**config.mk**
```make
export PLATFORM = sky130hd
export DESIGN_NAME = sample_window_average_top_flat
export DESIGN_NICKNAME = d
export VERILOG_FILES = /design/src/rtl/core/swa_pkg.sv /design/src/rtl/core/swa_smp_if.sv /design/src/rtl/core/swa_res_if.sv /design/src/rtl/core/swa_alu.sv /design/src/rtl/core/sample_window_average_top.sv /design/src/flat_wrapper.sv
export VERILOG_INCLUDE_DIRS = /design/src /design/src/rtl/core
export SDC_FILE = /design/constraint.sdc
export NUM_CORES = 1
export LEC_CHECK = 0
export BUFFER_PORTS_ARGS = -buffer_cell sky130_fd_sc_hd__buf_2
export CORE_ASPECT_RATIO = 1.2
export CORE_MARGIN = 2
export CORE_UTILIZATION = 30
export DETAILED_ROUTE_END_ITERATION = 10
export SLEW_MARGIN = 0
export SYNTH_ARGS = -nofsm -noshare
export SYNTH_HDL_FRONTEND = slang
export SYNTH_SLANG_ARGS = --single-unit
```
**constraint.sdc**
```tcl
create_clock -name clk -period 15.3 [get_ports clk]
set_input_delay 2.295 -clock clk [delete_from_list [all_inputs] [get_ports clk]]
set_output_delay 2.295 -clock clk [all_outputs]
set_load 0.01 [all_outputs]
```
**src/rtl/core/sample_window_average_top_defines.svh**
```systemverilog
// Assertion macros used by the top-level RTL file of the sample window average block.
// Each check is sampled on the rising edge of clk and is disabled while arst_n is low.
`ifndef SAMPLE_WINDOW_AVERAGE_TOP_DEFINES_SVH
`define SAMPLE_WINDOW_AVERAGE_TOP_DEFINES_SVH

`ifndef SYNTHESIS

// The property must hold at every rising clock edge.
`define SWA_ASSERT_CLK(lbl, prop, msg) \
	lbl: assert property (@(posedge clk) disable iff (!arst_n) (prop)) else $error(msg);

// The condition must never be true at a rising clock edge.
`define SWA_ASSERT_NEVER(lbl, cond, msg) \
	lbl: assert property (@(posedge clk) disable iff (!arst_n) !(cond)) else $error(msg);

`else

`define SWA_ASSERT_CLK(lbl, prop, msg)
`define SWA_ASSERT_NEVER(lbl, cond, msg)

`endif

`endif

```
**src/rtl/core/swa_pkg.sv**
```systemverilog
package swa_pkg;

	// Store geometry and sample width.
	localparam int MAX_WINDOW  = 16;
	localparam int SAMPLE_BITS = 16;

	// Fixed field widths.
	localparam int FRAC_BITS = 4;
	localparam int WIN_W     = 5;
	localparam int AVG_W     = 20;

	// Derived widths.
	localparam int IDX_W  = (MAX_WINDOW > 1) ? $clog2(MAX_WINDOW) : 1;
	localparam int EW_W   = $clog2(MAX_WINDOW + 1);
	localparam int SUM_W  = SAMPLE_BITS + $clog2(MAX_WINDOW + 1);
	localparam int NUM_W  = SUM_W + FRAC_BITS;
	localparam int DCNT_W = $clog2(NUM_W + 1);
	localparam int REM_W  = EW_W;

	// Configuration port.
	localparam int  APB_ADDR_W  = 3;
	localparam int  APB_DATA_W  = 32;
	localparam logic ADDR_WINDOW = 1'b0;
	localparam logic [WIN_W-1:0] WIN_RESET = WIN_W'(10);

	// Operations of the shared add/subtract unit.
	typedef enum logic {
		ALU_ADD,
		ALU_SUB
	} alu_op_t;

	// Request to the shared unit.
	typedef struct packed {
		alu_op_t           op;
		logic [SUM_W-1:0]  a;
		logic [SUM_W-1:0]  b;
	} alu_req_t;

endpackage

```
**src/rtl/core/swa_smp_if.sv**
```systemverilog
interface swa_smp_if;
	import swa_pkg::*;

	logic                   valid;
	logic                   ready;
	logic                   clear;
	logic [SAMPLE_BITS-1:0] sample;

	modport source (output valid, output clear, output sample, input ready);
	modport sink (input valid, input clear, input sample, output ready);
endinterface

```
**src/rtl/core/swa_res_if.sv**
```systemverilog
interface swa_res_if;
	import swa_pkg::*;

	logic             valid;
	logic             ready;
	logic [AVG_W-1:0] average;
	logic             valid_res;

	modport source (output valid, output average, output valid_res, input ready);
	modport sink (input valid, input average, input valid_res, output ready);
endinterface

```
**src/rtl/core/swa_alu.sv**
```systemverilog
module swa_alu (
	input  swa_pkg::alu_req_t         req,
	output logic [swa_pkg::SUM_W:0]   y
);
	import swa_pkg::*;

	// One adder serves both the window sum and the divider's trial subtraction.
	// The top bit is the carry on add and the borrow on subtract.
	always_comb begin
		case (req.op)
			ALU_ADD: y = {1'b0, req.a} + {1'b0, req.b};
			ALU_SUB: y = {1'b0, req.a} - {1'b0, req.b};
			default: y = '0;
		endcase
	end
endmodule

```
**src/rtl/core/sample_window_average_top.sv**
```systemverilog
// A sample transaction walks the effective window over the store (an empty slot ends the
// walk and skips the divide), then runs the 25-step restoring divide; a clear skips both.
// No new item is taken until the result of the last is handed over. Walk and divide share
// a single adder, one slot or one quotient bit per cycle.
// Reset (arst_n low, asynchronous): store empty, write position 0, window size 10, no result.
`include "sample_window_average_top_defines.svh"

module sample_window_average_top (
	input  logic                             clk,
	input  logic                             arst_n,
	input  logic                             psel,
	input  logic                             penable,
	input  logic                             pwrite,
	input  logic [swa_pkg::APB_ADDR_W-1:0]   paddr,
	input  logic [swa_pkg::APB_DATA_W-1:0]   pwdata,
	output logic [swa_pkg::APB_DATA_W-1:0]   prdata,
	output logic                             pready,
	swa_smp_if.sink                          smp,
	swa_res_if.source                        res
);
	import swa_pkg::*;

	typedef enum logic [1:0] {
		ST_IDLE,
		ST_SUM,
		ST_DIV,
		ST_FIN
	} state_t;

	state_t                 state_q;
	logic [WIN_W-1:0]       win_reg_q;
	logic [EW_W-1:0]        win_eff;
	logic [IDX_W-1:0]       pos_q;
	logic [EW_W-1:0]        pos_inc;
	logic [EW_W-1:0]        idx_q;
	logic [MAX_WINDOW-1:0]  used_q;
	logic [SAMPLE_BITS-1:0] store_q [MAX_WINDOW];
	logic [SAMPLE_BITS-1:0] entry;
	logic [SUM_W-1:0]       sum_q;
	logic [REM_W-1:0]       rem_q;
	logic [REM_W:0]         rem_sh;
	logic [NUM_W-1:0]       num_q;
	logic [DCNT_W-1:0]      dcnt_q;
	logic                   ok_q;
	logic                   res_valid_q;
	logic [AVG_W-1:0]       res_avg_q;
	logic                   res_ok_q;
	logic                   smp_take;
	logic                   cfg_wr;
	alu_req_t               alu_req;
	logic [SUM_W:0]         alu_y;
	logic                   borrow;

	// Configuration port: one register, always ready.
	assign pready = 1'b1;
	assign cfg_wr = psel && penable && pwrite && (paddr[2] == ADDR_WINDOW);
	assign prdata = (paddr[2] == ADDR_WINDOW) ? APB_DATA_W'(win_reg_q) : '0;

	always_ff @(posedge clk or negedge arst_n) begin
		if (!arst_n) begin
			win_reg_q <= WIN_RESET;
		end else if (cfg_wr) begin
			win_reg_q <= pwdata[WIN_W-1:0];
		end
	end

	// Window size clamped to 1..MAX_WINDOW.
	always_comb begin
		if (win_reg_q == '0) begin
			win_eff = EW_W'(1);
		end else if (int'(win_reg_q) > MAX_WINDOW) begin
			win_eff = EW_W'(MAX_WINDOW);
		end else begin
			win_eff = EW_W'(win_reg_q);
		end
	end

	// Handshakes.
	assign smp.ready     = (state_q == ST_IDLE);
	assign smp_take      = smp.valid && (state_q == ST_IDLE);
	assign res.valid     = res_valid_q;
	assign res.average   = res_avg_q;
	assign res.valid_res = res_ok_q;

	// Slot under the walk; a slot never written since the last clear reads as empty.
	assign entry   = used_q[idx_q[IDX_W-1:0]] ? store_q[idx_q[IDX_W-1:0]] : '0;
	assign pos_inc = EW_W'(pos_q) + EW_W'(1);
	assign rem_sh  = {rem_q, num_q[NUM_W-1]};

	// Shared unit: accumulate in the walk, trial subtract in the divide.
	always_comb begin
		if (state_q == ST_DIV) begin
			alu_req.op = ALU_SUB;
			alu_req.a  = SUM_W'(rem_sh);
			alu_req.b  = SUM_W'(win_eff);
		end else begin
			alu_req.op = ALU_ADD;
			alu_req.a  = sum_q;
			alu_req.b  = SUM_W'(entry);
		end
	end

	swa_alu u_alu (
		.req (alu_req),
		.y   (alu_y)
	);

	assign borrow = alu_y[SUM_W];

	// Sample store data, written at the write position.
	always_ff @(posedge clk) begin
		if (smp_take && !smp.clear) begin
			store_q[pos_q] <= smp.sample;
		end
	end

	// Sequencer with its datapath and the result register.
	always_ff @(posedge clk or negedge arst_n) begin
		if (!arst_n) begin
			state_q     <= ST_IDLE;
			pos_q       <= '0;
			used_q      <= '0;
			idx_q       <= '0;
			sum_q       <= '0;
			rem_q       <= '0;
			num_q       <= '0;
			dcnt_q      <= '0;
			ok_q        <= 1'b0;
			res_valid_q <= 1'b0;
			res_avg_q   <= '0;
			res_ok_q    <= 1'b0;
		end else begin
			// The finishing state loads the result register itself.
			if (res_valid_q && res.ready && (state_q != ST_FIN)) begin
				res_valid_q <= 1'b0;
			end
			case (state_q)
				ST_IDLE: begin
					if (smp_take) begin
						idx_q <= '0;
						sum_q <= '0;
						ok_q  <= 1'b0;
						if (smp.clear) begin
							used_q  <= '0;
							pos_q   <= '0;
							state_q <= ST_FIN;
						end else begin
							used_q[pos_q] <= 1'b1;
							pos_q   <= (pos_inc >= win_eff) ? '0 : pos_inc[IDX_W-1:0];
							state_q <= ST_SUM;
						end
					end
				end
				ST_SUM: begin
					// One slot per cycle; an empty slot ends the walk with no valid mean.
					if (entry == '0) begin
						ok_q    <= 1'b0;
						state_q <= ST_FIN;
					end else begin
						sum_q <= alu_y[SUM_W-1:0];
						idx_q <= idx_q + EW_W'(1);
						if (idx_q == win_eff - EW_W'(1)) begin
							num_q   <= {alu_y[SUM_W-1:0], {FRAC_BITS{1'b0}}};
							rem_q   <= '0;
							dcnt_q  <= '0;
							ok_q    <= 1'b1;
							state_q <= ST_DIV;
						end
					end
				end
				ST_DIV: begin
					// Restoring divide, one quotient bit per cycle into num_q.
					num_q <= {num_q[NUM_W-2:0], !borrow};
					rem_q <= borrow ? rem_sh[REM_W-1:0] : alu_y[REM_W-1:0];
					dcnt_q <= dcnt_q + DCNT_W'(1);
					if (dcnt_q == DCNT_W'(NUM_W - 1)) begin
						state_q <= ST_FIN;
					end
				end
				ST_FIN: begin
					// Hand the result over once the output register is free.
					if (!res_valid_q || res.ready) begin
						res_valid_q <= 1'b1;
						res_ok_q    <= ok_q;
						res_avg_q   <= ok_q ? AVG_W'(num_q) : '0;
						state_q     <= ST_IDLE;
					end
				end
				default: begin
					state_q <= ST_IDLE;
				end
			endcase
		end
	end

	// An invalid result always carries a zero average.
	`SWA_ASSERT_NEVER(a_invalid_zero, res_valid_q && !res_ok_q && (res_avg_q != '0), "invalid result with nonzero average")
	// A clear transaction leaves the write position at zero.
	`SWA_ASSERT_CLK(a_clear_pos, (smp_take && smp.clear) |=> (pos_q == '0), "clear did not reset position")
	// The walk stays inside the window.
	`SWA_ASSERT_CLK(a_walk_range, (state_q == ST_SUM) |-> (idx_q < win_eff), "walk index past window")
	// The divider remainder stays below the divisor.
	`SWA_ASSERT_CLK(a_rem_range, (state_q == ST_DIV) |-> (rem_q < win_eff), "remainder not below window")
	// A finished result waits while the previous one is still held.
	`SWA_ASSERT_CLK(a_fin_hold, ((state_q == ST_FIN) && res_valid_q && !res.ready) |=> (state_q == ST_FIN), "result overwritten")
endmodule
```
**src/flat_wrapper.sv**
```systemverilog
// flat-port wrapper written by rule: the top's interface ports become plain ports
module sample_window_average_top_flat import swa_pkg::*;
  (clk, arst_n, psel, penable, pwrite, paddr, pwdata, prdata, pready, smp_valid, smp_clear, smp_sample, smp_ready, res_valid, res_average, res_valid_res, res_ready);
  swa_smp_if smp_i ();
  swa_res_if res_i ();
  input  logic clk;
  input  logic arst_n;
  input  logic psel;
  input  logic penable;
  input  logic pwrite;
  input  logic [swa_pkg::APB_ADDR_W-1:0] paddr;
  input  logic [swa_pkg::APB_DATA_W-1:0] pwdata;
  output logic [swa_pkg::APB_DATA_W-1:0] prdata;
  output logic pready;
  input wire logic [$bits(smp_i.valid)-1:0] smp_valid;
  input wire logic [$bits(smp_i.clear)-1:0] smp_clear;
  input wire logic [$bits(smp_i.sample)-1:0] smp_sample;
  output wire logic [$bits(smp_i.ready)-1:0] smp_ready;
  output wire logic [$bits(res_i.valid)-1:0] res_valid;
  output wire logic [$bits(res_i.average)-1:0] res_average;
  output wire logic [$bits(res_i.valid_res)-1:0] res_valid_res;
  input wire logic [$bits(res_i.ready)-1:0] res_ready;
  assign smp_i.valid = smp_valid;
  assign smp_i.clear = smp_clear;
  assign smp_i.sample = smp_sample;
  assign smp_ready = smp_i.ready;
  assign res_valid = res_i.valid;
  assign res_average = res_i.average;
  assign res_valid_res = res_i.valid_res;
  assign res_i.ready = res_ready;
  sample_window_average_top u_core (.clk(clk), .arst_n(arst_n), .psel(psel), .penable(penable), .pwrite(pwrite), .paddr(paddr), .pwdata(pwdata), .prdata(prdata), .pready(pready), .smp(smp_i), .res(res_i));
endmodule
```
Yosys cells after proc, flatten, opt, wreduce, memory -nomap -nowiden:

Memories as Yosys holds them, arrays and structs flattened.
Cells that the tools add are included.

* memories kept: 1
* word-level logic and storage cells: 107
* register bits after elaboration: 111
* bits in writable memories: 256
* input port bits: 59

* magnitude comparators: 5
* multiplexer cells: 44
* reduce and logical (&&, ||, !) cells: 23
* equality and inequality tests: 12
* $add $sub $neg: 6
* bitwise gates (word level): 3

Memory list
* u_core.store_q: depth 16, bits a word 16, rd ports 1, clocked after memory_dff 0, wr ports 1, line sample_window_average_top.sv:37 `logic [SAMPLE_BITS-1:0] store_q [MAX_WINDOW];`

Operators with widths (number)
* $mux 25: 2
* $pmux 25 s2: 1
* $pmux 22 s2: 1
* $mux 43: 1
* $mux 21: 2
* $pmux 21 s2: 1
* $mux 5: 8
* $mux 16: 2
* $pmux 5 s2: 3
* $add 21x21->22: 1
* $sub 21x21->22: 1
* $mux 20: 1
* $logic_not 16->1: 1
* $or 16x16->16: 1
* $mux 2: 6
* $add 5x1->5 const B: 2
* $lt 4x5->1 const B: 2
* $mux 1: 10
* $reduce_and 3->1: 3
* $logic_and 1x1->1: 8
* $mux 4: 2
* $pmux 2 s4: 1
* $ne 2x1->1 const B: 3
* $ne 2x2->1 const B: 3
* other kinds (21): 27

Logic depth before layout (Yosys ltp):

Gate-level depths: netlist of run 1.

* depth after elaboration: 9
* mapped depth: 26

By module:

From an unflattened synthesis of run 1, not the netlist that was laid out.

* cells, all modules: 1251
* area total of the unflattened synthesis: 17516.8 sq um

Modules (own cells, without submodules)
* sample_window_average_top: times used 1, area each 15856.5 sq um, cells each 1016
* swa_alu: times used 1, area each 1660.3 sq um, cells each 235

Worst setup path before layout of run 1:

Ideal clock, no wire load.

* kind: register -> register
* start: register u_core.idx_q[1]
* end: register u_core.rem_q[2]
* path slack: 9.839 ns
* data required time: 15.178 ns
* stages on the path, launching flop included: 26
* period minus slack after synthesis: 5.461 ns
* arrival time: 5.339 ns
* library setup time: 0.122 ns
* cell sequence: dfrtp_1 > buf_6 > buf_6 > buf_2 > mux4_2 > mux4_2 > clkbuf_1 > clkbuf_1 > nand2_1 > o21ai_0 > inv_1 > ha_1 > o221a_2 > nand2_1 > xnor2_1 > nand2_1 > ha_1 > a21oi_1 > nand2_1 > a211oi_1 > o21ai_0 > o41a_1 > a31o_2 > buf_1 > o21ba_1 > a32o_1

* longest elaborated chain between the ends: 8
* elaborated cells on any way between the ends: 15
* those cells by class: add/sub: 2; eq/ne: 3; mux: 7; reduce/logical: 2; memory: 1

Ends and longest elaborated chain
* start: declaration: line sample_window_average_top.sv:35 `logic [EW_W-1:0] idx_q;`
* start signal: assignment: line sample_window_average_top.sv:161 `idx_q <= idx_q + EW_W'(1);`
* $bmux 1 s4: line sample_window_average_top.sv:86 `assign entry = used_q[idx_q[IDX_W-1:0]] ? store_q[idx_q[IDX_W-1:0]] : '0;`
* $mux 1 (not written as such): line sample_window_average_top.sv:86
* $mux 16: line sample_window_average_top.sv:86
* $mux 43: line sample_window_average_top.sv:92 `if (state_q == ST_DIV) begin`
* $sub 21x21->22 / $add 21x21->22 (equally long branches): line swa_alu.sv:12, swa_alu.sv:11
* $pmux 22 s2: line swa_alu.sv:10 `case (req.op)`
* $mux 5: line sample_window_average_top.sv:174 `rem_q <= borrow ? rem_sh[REM_W-1:0] : alu_y[REM_W-1:0];`
* $pmux 5 s2: line sample_window_average_top.sv:137 `case (state_q)`
* end signal: assignment: line sample_window_average_top.sv:174
* end: declaration: line sample_window_average_top.sv:40 `logic [REM_W-1:0] rem_q;`

Several ways; a longest one is shown, not always the timed one. The select of a mux whose other input is x is not followed.
A chain may end at the register's enable or synchronous reset.

Worst setup path after layout of run 1:

* start: register u_core.idx_q[1]
* end: register u_core.num_q[24]

* longest elaborated chain between the ends: 9
* elaborated cells on any way between the ends: 16
* those cells by class: add/sub: 2; eq/ne: 3; mux: 8; reduce/logical: 2; memory: 1

Ends and longest elaborated chain
* $bmux 1 s4: line sample_window_average_top.sv:86
* $mux 1 (not written as such): line sample_window_average_top.sv:86
* $mux 16: line sample_window_average_top.sv:86
* $mux 43: line sample_window_average_top.sv:92
* $sub 21x21->22 / $add 21x21->22 (equally long branches): line swa_alu.sv:12, swa_alu.sv:11
* $pmux 22 s2: line swa_alu.sv:10
* $mux 25: line sample_window_average_top.sv:162 `if (idx_q == win_eff - EW_W'(1)) begin`
* $mux 25: line sample_window_average_top.sv:156 `if (entry == '0) begin`
* $pmux 25 s2: line sample_window_average_top.sv:137
* end signal: assignment: line sample_window_average_top.sv:163 `num_q <= {alu_y[SUM_W-1:0], {FRAC_BITS{1'b0}}};`
* end signal: assignment: line sample_window_average_top.sv:173 `num_q <= {num_q[NUM_W-2:0], !borrow};`
* end: declaration: line sample_window_average_top.sv:42 `logic [NUM_W-1:0] num_q;`

Several ways; a longest one is shown, not always the timed one. The select of a mux whose other input is x is not followed.

==> results of run 1 <==
[worst paths after layout]
| kind | from | end | slack [ns] |
|---|---|---|---|
| worst max-delay path | u_core.idx_q[1]$_DFFE_PN0P_ | u_core.num_q[24]$_DFFE_PN0P_ | 8.49 |
| worst min-delay path | u_core.num_q[23]$_DFFE_PN0P_ | u_core.num_q[23]$_DFFE_PN0P_ | 0.47 |
| worst max register to register | u_core.idx_q[1]$_DFFE_PN0P_ | u_core.num_q[24]$_DFFE_PN0P_ | 8.49 |
| worst min register to register | u_core.num_q[23]$_DFFE_PN0P_ | u_core.num_q[23]$_DFFE_PN0P_ | 0.47 |
| max in group asynchronous | arst_n | u_core.idx_q[2]$_DFFE_PN0P_ | 12.21 |
| min in group asynchronous | arst_n | u_core.res.average[1]$_DFFE_PN0P_ | 1.80 |
[cells in the mapped netlist, types with 16 or more instances]
| master | count |
|---|---|
| a21oi_1 | 31 |
| a22o_1 | 21 |
| buf_2 | 16 |
| buf_4 | 34 |
| clkbuf_1 | 27 |
| dfrtp_1 | 109 |
| edfxtp_1 | 256 |
| ha_1 | 39 |
| inv_1 | 24 |
| mux2i_1 | 37 |
| mux4_2 | 82 |
| nand2_1 | 138 |
| nand3_1 | 18 |
| nor2_1 | 74 |
| nor2b_1 | 30 |
| nor3_1 | 29 |
| nor3b_1 | 19 |
| o21a_1 | 18 |
| o21ai_0 | 105 |
| xnor2_1 | 19 |
[kinds of logic after synthesis]
logic type / Yosys count / synth area share
flops: 367 / 0.599
simple gates: 359 / 0.0975
compound gates: 238 / 0.0883
mux: 131 / 0.135
buf+inv: 116 / 0.0359
fa+ha+maj: 40 / 0.0291
xor+xnor: 30 / 0.0150
other cells: 2 / 0.000430
[tightest hold or removal path, cell delays in order (launching register included)]
cell and delay [ns]:
dfrtp_1 0.34, nand2_1 0.04, o21ai_0 0.06
[area by class of cell]
cell class	instances	area, um^2	area share
clock buffers	55	1100	0.0555
repair buffers	79	453	0.0230
flip-flops and latches	367	10500	0.531
multi-input cells	826	6530	0.331
well taps	735	920	0.0466
inverters	26	97.6	0.00495
clock inverters	18	155	0.00786
[sequential cells by signal, summed over array words and instances, names as in the netlist]
signal and count:
u_core.store_q 256, u_core.win_reg_q 5, u_core.res.valid_res 1, u_core.pos_q 4
u_core.ok_q 1, u_core.num_q 25, u_core.dcnt_q 5, u_core.res.average 20
u_core.rem_q 5, u_core.sum_q 21, u_core.res.valid 1, u_core.idx_q 5
u_core.used_q 16, u_core.state_q 2
[through the flow]
stage	power, W	area [um^2]	worst slack, ns	util
floorplan	0.00257	17600	9.84	-
detailed placement	0.00295	18500	8.46	0.322
global route	0.00412	19700	7.91	0.344
CTS	0.00388	19700	8.43	0.344
finish	0.00384	19700	8.49	0.344
global placement	0.00291	18500	8.56	0.322
[routing by layer]
metal,share of wire,vias up,routed length (um)
li1,-,4925,-
met1,0.43,5325,16900
met2,0.50,231,19600
met3,0.043,70,1710
met4,0.032,0,1270
met5,0,-,0
[power groups by stage]
stage | logic (W) | clock network, W | registers [W]
final | 0.00167 | 0.000924 | 0.00124
after global routing | 0.00188 | 0.000986 | 0.00126
after global placement | 0.00165 | 0 | 0.00126
after CTS | 0.00169 | 0.000949 | 0.00124
after floorplan | 0.00136 | 0 | 0.00121
after detailed placement | 0.00168 | 0 | 0.00126
==> summary.md, run 1 <==
| Metric | Value |
|---|---|
| Cell-by-cell trace of the critical path | `buf_4 > mux4_2 > mux4_2 > and2_1 > a22oi_1 > ha_1 > nand3_1 > o21ai_0 > a211o_1 > o21ai_0 > ha_1 > a21o_1 > a221oi_1 > o31ai_1 > a311o_1 > o211ai_1 > mux2i_1 > or3_1 > o21ai_0 > o21ai_0` |
| Psw | `0.00146 W` |
| Share of the cycle needed by the critical path after routing | `0.445` |
| Post-route non-filler standard cell count | `2106` |
| Commonest non-fill, non-tap cell in the layout | `edfxtp_1` |
| Post-detailed-routing wire length | `39.6 mm` |
| Required time of the critical path | `15.70 ns` |
| Post-synth top area share | `0.440` |
| Cell area after synthesis | `17500 um^2` |
| Power density of the placed cells | `195 nW/um^2` |
| HP Class | `reg -> reg` |
| Hold Worst Slack | `0.473 ns` |
| Count of unique library cells instantiated by Yosys | `76` |
| Final Net Count | `1440` |
| Number of pins with negative max-slew slack in the final report | `0` |
| Sw Ratio | `0.380` |
| Global routing met3 resource utilization | `0.0219` |
| GR Layer Usage met2 | `0.232` |
| Core Box Area | `57400 um^2` |
| Share of the yosys chip area belonging to registers | `0.599` |
| FF+latch count, synth | `367` |
| Maximum clock rate | `147 MHz` |
| Final setup TNS | `0 ns` |
| Internal power | `0.00238 W` |
| Count of standard-cell rows | `96` |
| Die Y-Extent | `268 um` |
| Transition at the pin with the smallest max-transition slack | `1.21 ns` |
| Count of warnings emitted by yosys | `0` |
| Via density per instance | `5.01` |
| Clock power share | `0.241` |
| Max cap viols | `0` |
| DR pass1 iterations | `5` |
| Top library cells by usage in the layout, fill and taps aside | `256 x edfxtp_1, 138 x nand2_1, 106 x dfrtp_1, 105 x o21ai_0, 82 x mux4_2` |
| Most repeated library cell on the critical path | `o21ai_0` |
| Minimum period implied by the final worst setup slack | `6.81 ns` |
| Maximum level of the CTS H-tree | `2` |
| GRT met1 Usage | `0.164` |
| Wire length of the first global-routing pass | `61.8 mm` |
| TritonCTS clock tree | `done` |
| Share of synthesized flip-flops with an asynchronous set or reset | `0.302` |
| Worst hold stages | `2` |
| Average wire per cell in the routed design | `18.8 um` |
| Aggregate global routing overflow | `0` |
| Worst Clk Skew | `0.0126 ns` |
| Top-level port count | `115` |
| Finish-stage setup viols | `0` |
| Share of post-route cells with drive strength above 1 | `0.194` |
| 1st-iter DRT viols | `847` |
| Count of nets left with antenna violations after detail routing | `0` |
| Mean Syn Cell Area | `13.6 um^2` |
| Worst IR drop on VDD | `96.7 uV` |
| Run status | `finished clean` |
| Number of cell instances on the worst register-to-register path | `20` |
| Clock sinks | `367` |
| Inserted Clock Buffers | `41` |
| Crit path depth | `20` |
| Main area contributors after synthesis | `edfxtp_1 44%, dfrtp_1 16%, mux4_2 11%, o21ai_0 3.0%, nand2_1 3.0%` |
| Total GRT Usage | `0.133` |
| Number of flops mapped to enable cells by yosys | `256` |
| Number of placed instances, taps included | `2033` |
| Final routed DRC violation total | `0` |
| Count of buffering cells on the critical path with inverters included | `1` |
| Worst Path Arrival | `7.21 ns` |
| Worst rel slew slack | `0.189` |
| Part of the total power dissipated in combinational logic | `0.436` |
| Predominant post-synthesis flop cell | `edfxtp_1` |
| Critical path launch point type | `flip-flop` |
| Number of buffers inserted by post-CTS setup repair | `0` |
| Die Width | `224 um` |
| Largest area contributor in the netlist | `edfxtp_1` |
| Starting density of the core | `0.304` |
| Hold violation total from the final report | `0` |
| Layout overhead on the synthesized area | `12.9%` |
| DP HPWL | `25.2 mm` |
| Maximum buffer depth of the clock tree | `3` |
| Number of buffers inserted for hold repair after clock tree synthesis | `0` |
| Critical path endpoint category | `flip-flop` |
| Worst path top cell family by delay | `compound AO/OA/AOI/OAI gates` |
| Die area | `60200 um^2` |
| Count of buffers from port buffering | `57` |
| Slowest-stage cell, CP | `dfrtp_4` |
| Clock root buffer | `clkbuf_16` |
| Slowest stage delay, CP | `0.76 ns` |
| Clock network latency to the later pin of the worst-skew pair | `0.55 ns` |
| Grt peak-use layer | `met2` |
| Post-CTS Resized | `0` |
| Sequential Power Share | `0.323` |
| GP Congestion | `0.780` |
| Largest net degree at the start of global routing | `64` |
| Clock transition time at the flip-flop clock pins of the worst setup and hold paths | `0.06 ns` |
| Worst Path Class, Setup | `reg -> reg` |
| Static leakage | `7.18 nW` |
| Detailed-route via count | `10600` |
| Diode count | `0` |
| Antenna violations before repair | `0` |
| Number of global-route vias before repair | `10800` |
| Critical path fanouts, max | `48` |
| Number of instances in the synthesized netlist | `1283` |
| RSZ-0062 raised after global routing | `false` |
| Number of fillers in the final layout | `5526` |
Note: power is estimated with default switching activity, not from simulation.
==> inputs of run 2 (changes only) <==
==> constraint.sdc (replaced) <==
create_clock -name clk -period 6.5 [get_ports clk]
set_input_delay 0.975 -clock clk [delete_from_list [all_inputs] [get_ports clk]]
set_output_delay 0.975 -clock clk [all_outputs]
set_load 0.01 [all_outputs]
==> summary.md, run 2 (synthesis results as in run 1) <==
| Metric | Value |
|---|---|
| Run status | `finished clean` |
| RSZ-0062 raised after global routing | `false` |
| Die Y-Extent | `268 um` |
| Via density per instance | `4.98` |
| Number of global-route vias before repair | `10700` |
| Diode count | `0` |
| Hold violation total from the final report | `0` |
| Critical path fanouts, max | `31` |
| Clock sinks | `367` |
| Cell-by-cell trace of the critical path | `buf_4 > mux4_2 > mux4_2 > or2_1 > a22o_1 > and3_1 > a311oi_1 > o21ai_0 > ha_1 > and3_1 > a221oi_1 > o31ai_1 > a311o_1 > o211ai_1 > mux2i_1 > or3_1 > o21ai_0 > o21ai_0` |
| Largest net degree at the start of global routing | `69` |
| Clock root buffer | `clkbuf_16` |
| Maximum buffer depth of the clock tree | `3` |
| Most repeated library cell on the critical path | `o21ai_0` |
| Worst Clk Skew | `0.0397 ns` |
| Transition at the pin with the smallest max-transition slack | `1.13 ns` |
| Share of post-route cells with drive strength above 1 | `0.202` |
| Count of buffering cells on the critical path with inverters included | `1` |
| Critical path launch point type | `flip-flop` |
| Average wire per cell in the routed design | `18.9 um` |
| 1st-iter DRT viols | `846` |
| Count of standard-cell rows | `96` |
| Post-detailed-routing wire length | `39.9 mm` |
| Uppermost metal layer occupied by signal nets | `met4` |
| Top-level port count | `115` |
| Static leakage | `7.24 nW` |
| Total GRT Usage | `0.134` |
| Clock transition time at the flip-flop clock pins of the worst setup and hold paths | `0.06 ns` |
| Power density of the placed cells | `460 nW/um^2` |
| Final Net Count | `1450` |
| Clock network latency to the later pin of the worst-skew pair | `0.58 ns` |
| Minimum period implied by the final worst setup slack | `5.93 ns` |
| Top library cells by usage in the layout, fill and taps aside | `256 x edfxtp_1, 138 x nand2_1, 106 x dfrtp_1, 105 x o21ai_0, 82 x mux4_2` |
| Hold Worst Slack | `0.473 ns` |
| Final setup TNS | `0 ns` |
| Met2 layer wire length in the routed design | `19.8 mm` |
| HP Class | `reg -> reg` |
| Core Box Area | `57400 um^2` |
| Starting density of the core | `0.304` |
| Inserted Clock Buffers | `40` |
| Detailed-route via count | `10500` |
| Number of buffers inserted by post-CTS setup repair | `0` |
| Share of the cycle needed by the critical path after routing | `0.913` |
| Finish-stage setup viols | `0` |
| Worst Path Arrival | `6.34 ns` |
| Number of flip-flops in the largest register | `256` |
| Worst IR drop on VDD | `191 uV` |
| Slowest stage delay, CP | `0.80 ns` |
| Minimum setup slack after placement | `0.607 ns` |
| Wire length on met3 | `1.86 mm` |
| Register with the most flip-flops | `u_core.store_q` |
| GP Congestion | `0.795` |
| Registers with the most flip-flops | `u_core.store_q: 256 flops, u_core.num_q: 25 flops, u_core.sum_q: 21 flops` |
| Worst Path Class, Setup | `reg -> reg` |
| Required time of the critical path | `6.91 ns` |
| Wire length of the first global-routing pass | `62.1 mm` |
| Standard cell area after detailed placement | `18600 um^2` |
| Final core utilization | `0.346` |
| Worst path top cell family by delay | `compound AO/OA/AOI/OAI gates` |
| Max cap viols | `0` |
| Count of nets left with antenna violations after detail routing | `0` |
| Aggregate global routing overflow | `0` |
| Commonest non-fill, non-tap cell in the layout | `edfxtp_1` |
| Number of buffers inserted for hold repair after clock tree synthesis | `0` |
| Maximum level of the CTS H-tree | `2` |
| Layout overhead on the synthesized area | `13.6%` |
| Post-CTS Resized | `0` |
| Critical path endpoint category | `flip-flop` |
| Number of pins with negative max-slew slack in the final report | `0` |
| DP HPWL | `26.0 mm` |
| Maximum clock rate | `169 MHz` |
| Least setup slack across all paths after layout | `0.566 ns` |
| TritonCTS clock tree | `done` |
| Slowest-stage cell, CP | `dfrtp_4` |
| Post-Route M1 WL | `17.0 mm` |
| Antenna violations before repair | `2` |
| DR pass1 iterations | `7` |
| Worst rel slew slack | `0.248` |
| Final routed DRC violation total | `0` |
| Die area | `60200 um^2` |
| Cell area after layout | `19800 um^2` |
| Die Width | `224 um` |
| Count of buffers from port buffering | `57` |
==> run 2: layout make-up <==
class | count | area [um^2]
Multi-Input combinational cell | 826 | 6520
Timing Repair Buffer | 90 | 561
Inverter | 26 | 97.6
Clock buffer | 53 | 1080
Fill cell | 5542 | 37600
Tap cell | 735 | 920
Clock inverter | 17 | 183
Sequential cell | 367 | 10500
==> run 2: metal layers <==
| metal | vias to the layer above | GRT usage |
|---|---|---|
| met2 | 263 | 0.233 |
| li1 | 4935 | - |
| met5 | - | 0 |
| met3 | 58 | 0.0227 |
| met4 | 0 | 0.0515 |
| met1 | 5275 | 0.168 |
==> run 2: worst paths after layout <==
path	from	endpoint	slack (ns)	cells after the start
max	u_core.idx_q[1]$_DFFE_PN0P_	u_core.num_q[24]$_DFFE_PN0P_	0.57	18
min	u_core.res.average[2]$_DFFE_PN0P_	u_core.res.average[2]$_DFFE_PN0P_	0.47	2
max reg2reg	u_core.idx_q[1]$_DFFE_PN0P_	u_core.num_q[24]$_DFFE_PN0P_	0.57	18
min reg2reg	u_core.res.average[2]$_DFFE_PN0P_	u_core.res.average[2]$_DFFE_PN0P_	0.47	2
max in group asynchronous	arst_n	u_core.idx_q[1]$_DFFE_PN0P_	4.79	2
min in group asynchronous	arst_n	u_core.used_q[10]$_DFFE_PN0P_	0.54	1
==> run 2: power by group <==
group	leakage [nW]	internal (W)	switching (W)
sequential	3.78	0.00271	0.000226
clock	0.609	0.00126	0.000932
combinational	2.86	0.00167	0.00232
==> run 2: per-stage QoR <==
step	instances	total power, W
floorplan	1309	0.00606
global placement	2044	0.00692
detailed placement	2044	0.00699
CTS	2114	0.00920
global route	2114	0.00978
finish	2114	0.00912
==> run 2: tightest hold or removal path, cell delays in order (launching register included) <==
cell,delay (ns)
dfrtp_1,0.33
nand2_1,0.05
o21ai_0,0.06
==> inputs of run 3 (changes only) <==
--- a/config.mk
+++ b/config.mk
@@ -7,8 +7,9 @@
 export NUM_CORES = 1
 export LEC_CHECK = 0
 export BUFFER_PORTS_ARGS = -buffer_cell sky130_fd_sc_hd__buf_2
+export CAP_MARGIN = 20
 export CORE_ASPECT_RATIO = 1.2
-export CORE_MARGIN = 2
+export CORE_MARGIN = 3
 export CORE_UTILIZATION = 30
 export DETAILED_ROUTE_END_ITERATION = 10
 export SLEW_MARGIN = 0
==> summary.md, run 3 (synthesis results as in run 1) <==
| Metric | Value |
|---|---|
| Run status | `finished clean` |
| Number of pins with negative max-slew slack in the final report | `0` |
| Count of buffers from port buffering | `57` |
| Share of the cycle needed by the critical path after routing | `0.908` |
| Hold violation total from the final report | `0` |
| Core Box Area | `57400 um^2` |
| Slowest stage delay, CP | `0.71 ns` |
| Final setup TNS | `0 ns` |
| Crit Reg-Reg Startpoint | `u_core.idx_q[0]$_DFFE_PN0P_` |
| HP Class | `in -> async` |
| Required time of the critical path | `6.92 ns` |
| Most repeated library cell on the critical path | `o21ai_0` |
| DP HPWL | `26.0 mm` |
| Post-detailed-routing wire length | `40.1 mm` |
| Starting density of the core | `0.304` |
| Total power consumption of the routed design | `0.00926 W` |
| Cell-by-cell trace of the critical path | `mux4_2 > mux4_2 > buf_4 > nand2_1 > o21ai_0 > inv_1 > ha_1 > nand3_1 > o21ai_0 > a211o_1 > o21ai_0 > ha_1 > a21o_1 > a221oi_1 > o31ai_1 > a311o_1 > o211ai_1 > mux2i_1 > or3_1 > o21ai_0 > o21ai_0` |
| Slowest-stage cell, CP | `dfrtp_2` |
| Wire length of the first global-routing pass | `62.5 mm` |
| Layout overhead on the synthesized area | `14.0%` |
| Aggregate global routing overflow | `0` |
| Registers with the most flip-flops | `u_core.store_q: 256 flops, u_core.num_q: 25 flops, u_core.sum_q: 21 flops` |
| TritonCTS clock tree | `done` |
| Average wire per cell in the routed design | `19.0 um` |
| Worst Path Class, Setup | `reg -> reg` |
| GP Congestion | `0.805` |
| Worst IR drop on VDD | `215 uV` |
| Number of cell instances on the worst register-to-register path | `21` |
| Maximum level of the CTS H-tree | `2` |
| Inserted Clock Buffers | `39` |
| Hold Worst Slack | `0.412 ns` |
| Share of post-route cells with drive strength above 1 | `0.200` |
| Maximum buffer depth of the clock tree | `3` |
| Slack of the worst reg-to-reg path | `0.60 ns` |
| Finish-stage setup viols | `0` |
| Number of global-route vias before repair | `10900` |
| Largest net degree at the start of global routing | `69` |
| Die Width | `226 um` |
| Static leakage | `7.28 nW` |
| Number of flip-flops in the largest register | `256` |
| Die Y-Extent | `270 um` |
| Clock transition time at the flip-flop clock pins of the worst setup and hold paths | `0.06 ns` |
| Final Net Count | `1447` |
| Antenna violations before repair | `1` |
| Top library cells by usage in the layout, fill and taps aside | `256 x edfxtp_1, 138 x nand2_1, 106 x dfrtp_1, 105 x o21ai_0, 82 x mux4_2` |
| DR pass1 iterations | `5` |
| Clock network latency to the later pin of the worst-skew pair | `0.57 ns` |
| Worst reg2reg path endpoint | `u_core.num_q[24]$_DFFE_PN0P_` |
| Detailed-route via count | `10600` |
| Post-CTS Resized | `0` |
| Register with the most flip-flops | `u_core.store_q` |
| Die area | `61200 um^2` |
| RSZ-0062 raised after global routing | `false` |
| Number of buffers inserted by post-CTS setup repair | `0` |
| Commonest non-fill, non-tap cell in the layout | `edfxtp_1` |
| Minimum period implied by the final worst setup slack | `5.90 ns` |
| Clock sinks | `367` |
| Critical path launch point type | `flip-flop` |
| 1st-iter DRT viols | `770` |
| Power density of the placed cells | `465 nW/um^2` |
| Critical path endpoint category | `flip-flop` |
| Clock root buffer | `clkbuf_16` |
| Transition at the pin with the smallest max-transition slack | `0.925 ns` |
| Standard cell area after detailed placement | `18600 um^2` |
| Worst Path Arrival | `6.32 ns` |
| Number of buffers inserted for hold repair after clock tree synthesis | `0` |
| Worst rel slew slack | `0.383` |
| Cell area after layout | `19900 um^2` |
| Final routed DRC violation total | `0` |
| Count of standard-cell rows | `96` |
| Via density per instance | `5.03` |
| Critical path fanouts, max | `23` |
| Maximum clock rate | `169 MHz` |
| Top-level port count | `115` |
| Worst Clk Skew | `0.0217 ns` |
| Max cap viols | `0` |
| Total GRT Usage | `0.132` |
| Count of nets left with antenna violations after detail routing | `0` |
## run 3: changes by cell type in the layout (fill, tap and decap cells not counted), moves of 2 or more
| cell | previous run | this run |
|---|---|---|
| clkbuf_1 | 11 | 7 |
| clkinvlp_2 | 2 | 0 |
| clkinv_1 | 3 | 9 |
| bufinv_16 | 2 | 5 |
| buf_4 | 32 | 27 |
## run 3: through the flow
stage | worst slack (ns) | instances | utilization
6_report | 0.597 | 2114 | 0.347
5_1_grt | 0.136 | 2114 | 0.347
4_1_cts | 0.554 | 2111 | 0.346
3_5_place_dp | 0.563 | 2040 | 0.323
3_3_place_gp | 0.598 | 2040 | 0.323
2_1_floorplan | 1.04 | 1309 | -
## run 3: area by class of cell
class / instances / area [um^2]
Antenna cell: 1 / 2.50
Clock buffer: 47 / 1030
Clock inverter: 24 / 292
Fill cell: 5479 / 37500
Inverter: 26 / 97.6
Multi-Input combinational cell: 826 / 6520
Sequential cell: 367 / 10500
Tap cell: 735 / 920
Timing Repair Buffer: 88 / 586
## run 3: worst max path at each step
stage / start / to / slack [ns] / cells past startpoint
floorplan: u_core.idx_q[1]$_DFFE_PN0P_ / u_core.rem_q[2]$_DFFE_PN0P_ / 1.04 / 25
global route: u_core.idx_q[0]$_DFFE_PN0P_ / u_core.rem_q[2]$_DFFE_PN0P_ / 0.14 / 21
detailed placement: u_core.idx_q[0]$_DFFE_PN0P_ / u_core.num_q[24]$_DFFE_PN0P_ / 0.56 / 21
finish: u_core.idx_q[0]$_DFFE_PN0P_ / u_core.num_q[24]$_DFFE_PN0P_ / 0.60 / 21
global placement: u_core.idx_q[0]$_DFFE_PN0P_ / u_core.num_q[24]$_DFFE_PN0P_ / 0.60 / 18
CTS: u_core.idx_q[0]$_DFFE_PN0P_ / u_core.num_q[24]$_DFFE_PN0P_ / 0.55 / 21
## run 3: routing by layer
metal	GRT usage	up-vias	part of all wire
li1	-	4938	-
met5	0	-	0
met2	0.227	230	0.50
met3	0.0235	69	0.045
met1	0.165	5393	0.43
met4	0.0474	0	0.026
## run 3: power by group
| part | internal (W) | leakage [nW] | switching (W) | total (W) |
|---|---|---|---|---|
| Clock | 0.00134 | 0.635 | 0.000946 | 0.00229 |
| Sequential | 0.00271 | 3.78 | 0.000231 | 0.00294 |
| Combinational | 0.00171 | 2.86 | 0.00233 | 0.00404 |
## run 3: worst max-delay path, delay by kind of cell (launching register included)
kind / cells / cell delay [ns]
simple gates: 3 / 0.52
compound gates: 11 / 2.33
flops: 1 / 0.71
fa+ha+maj: 2 / 0.64
mux: 3 / 1.21
buf+inv: 2 / 0.33
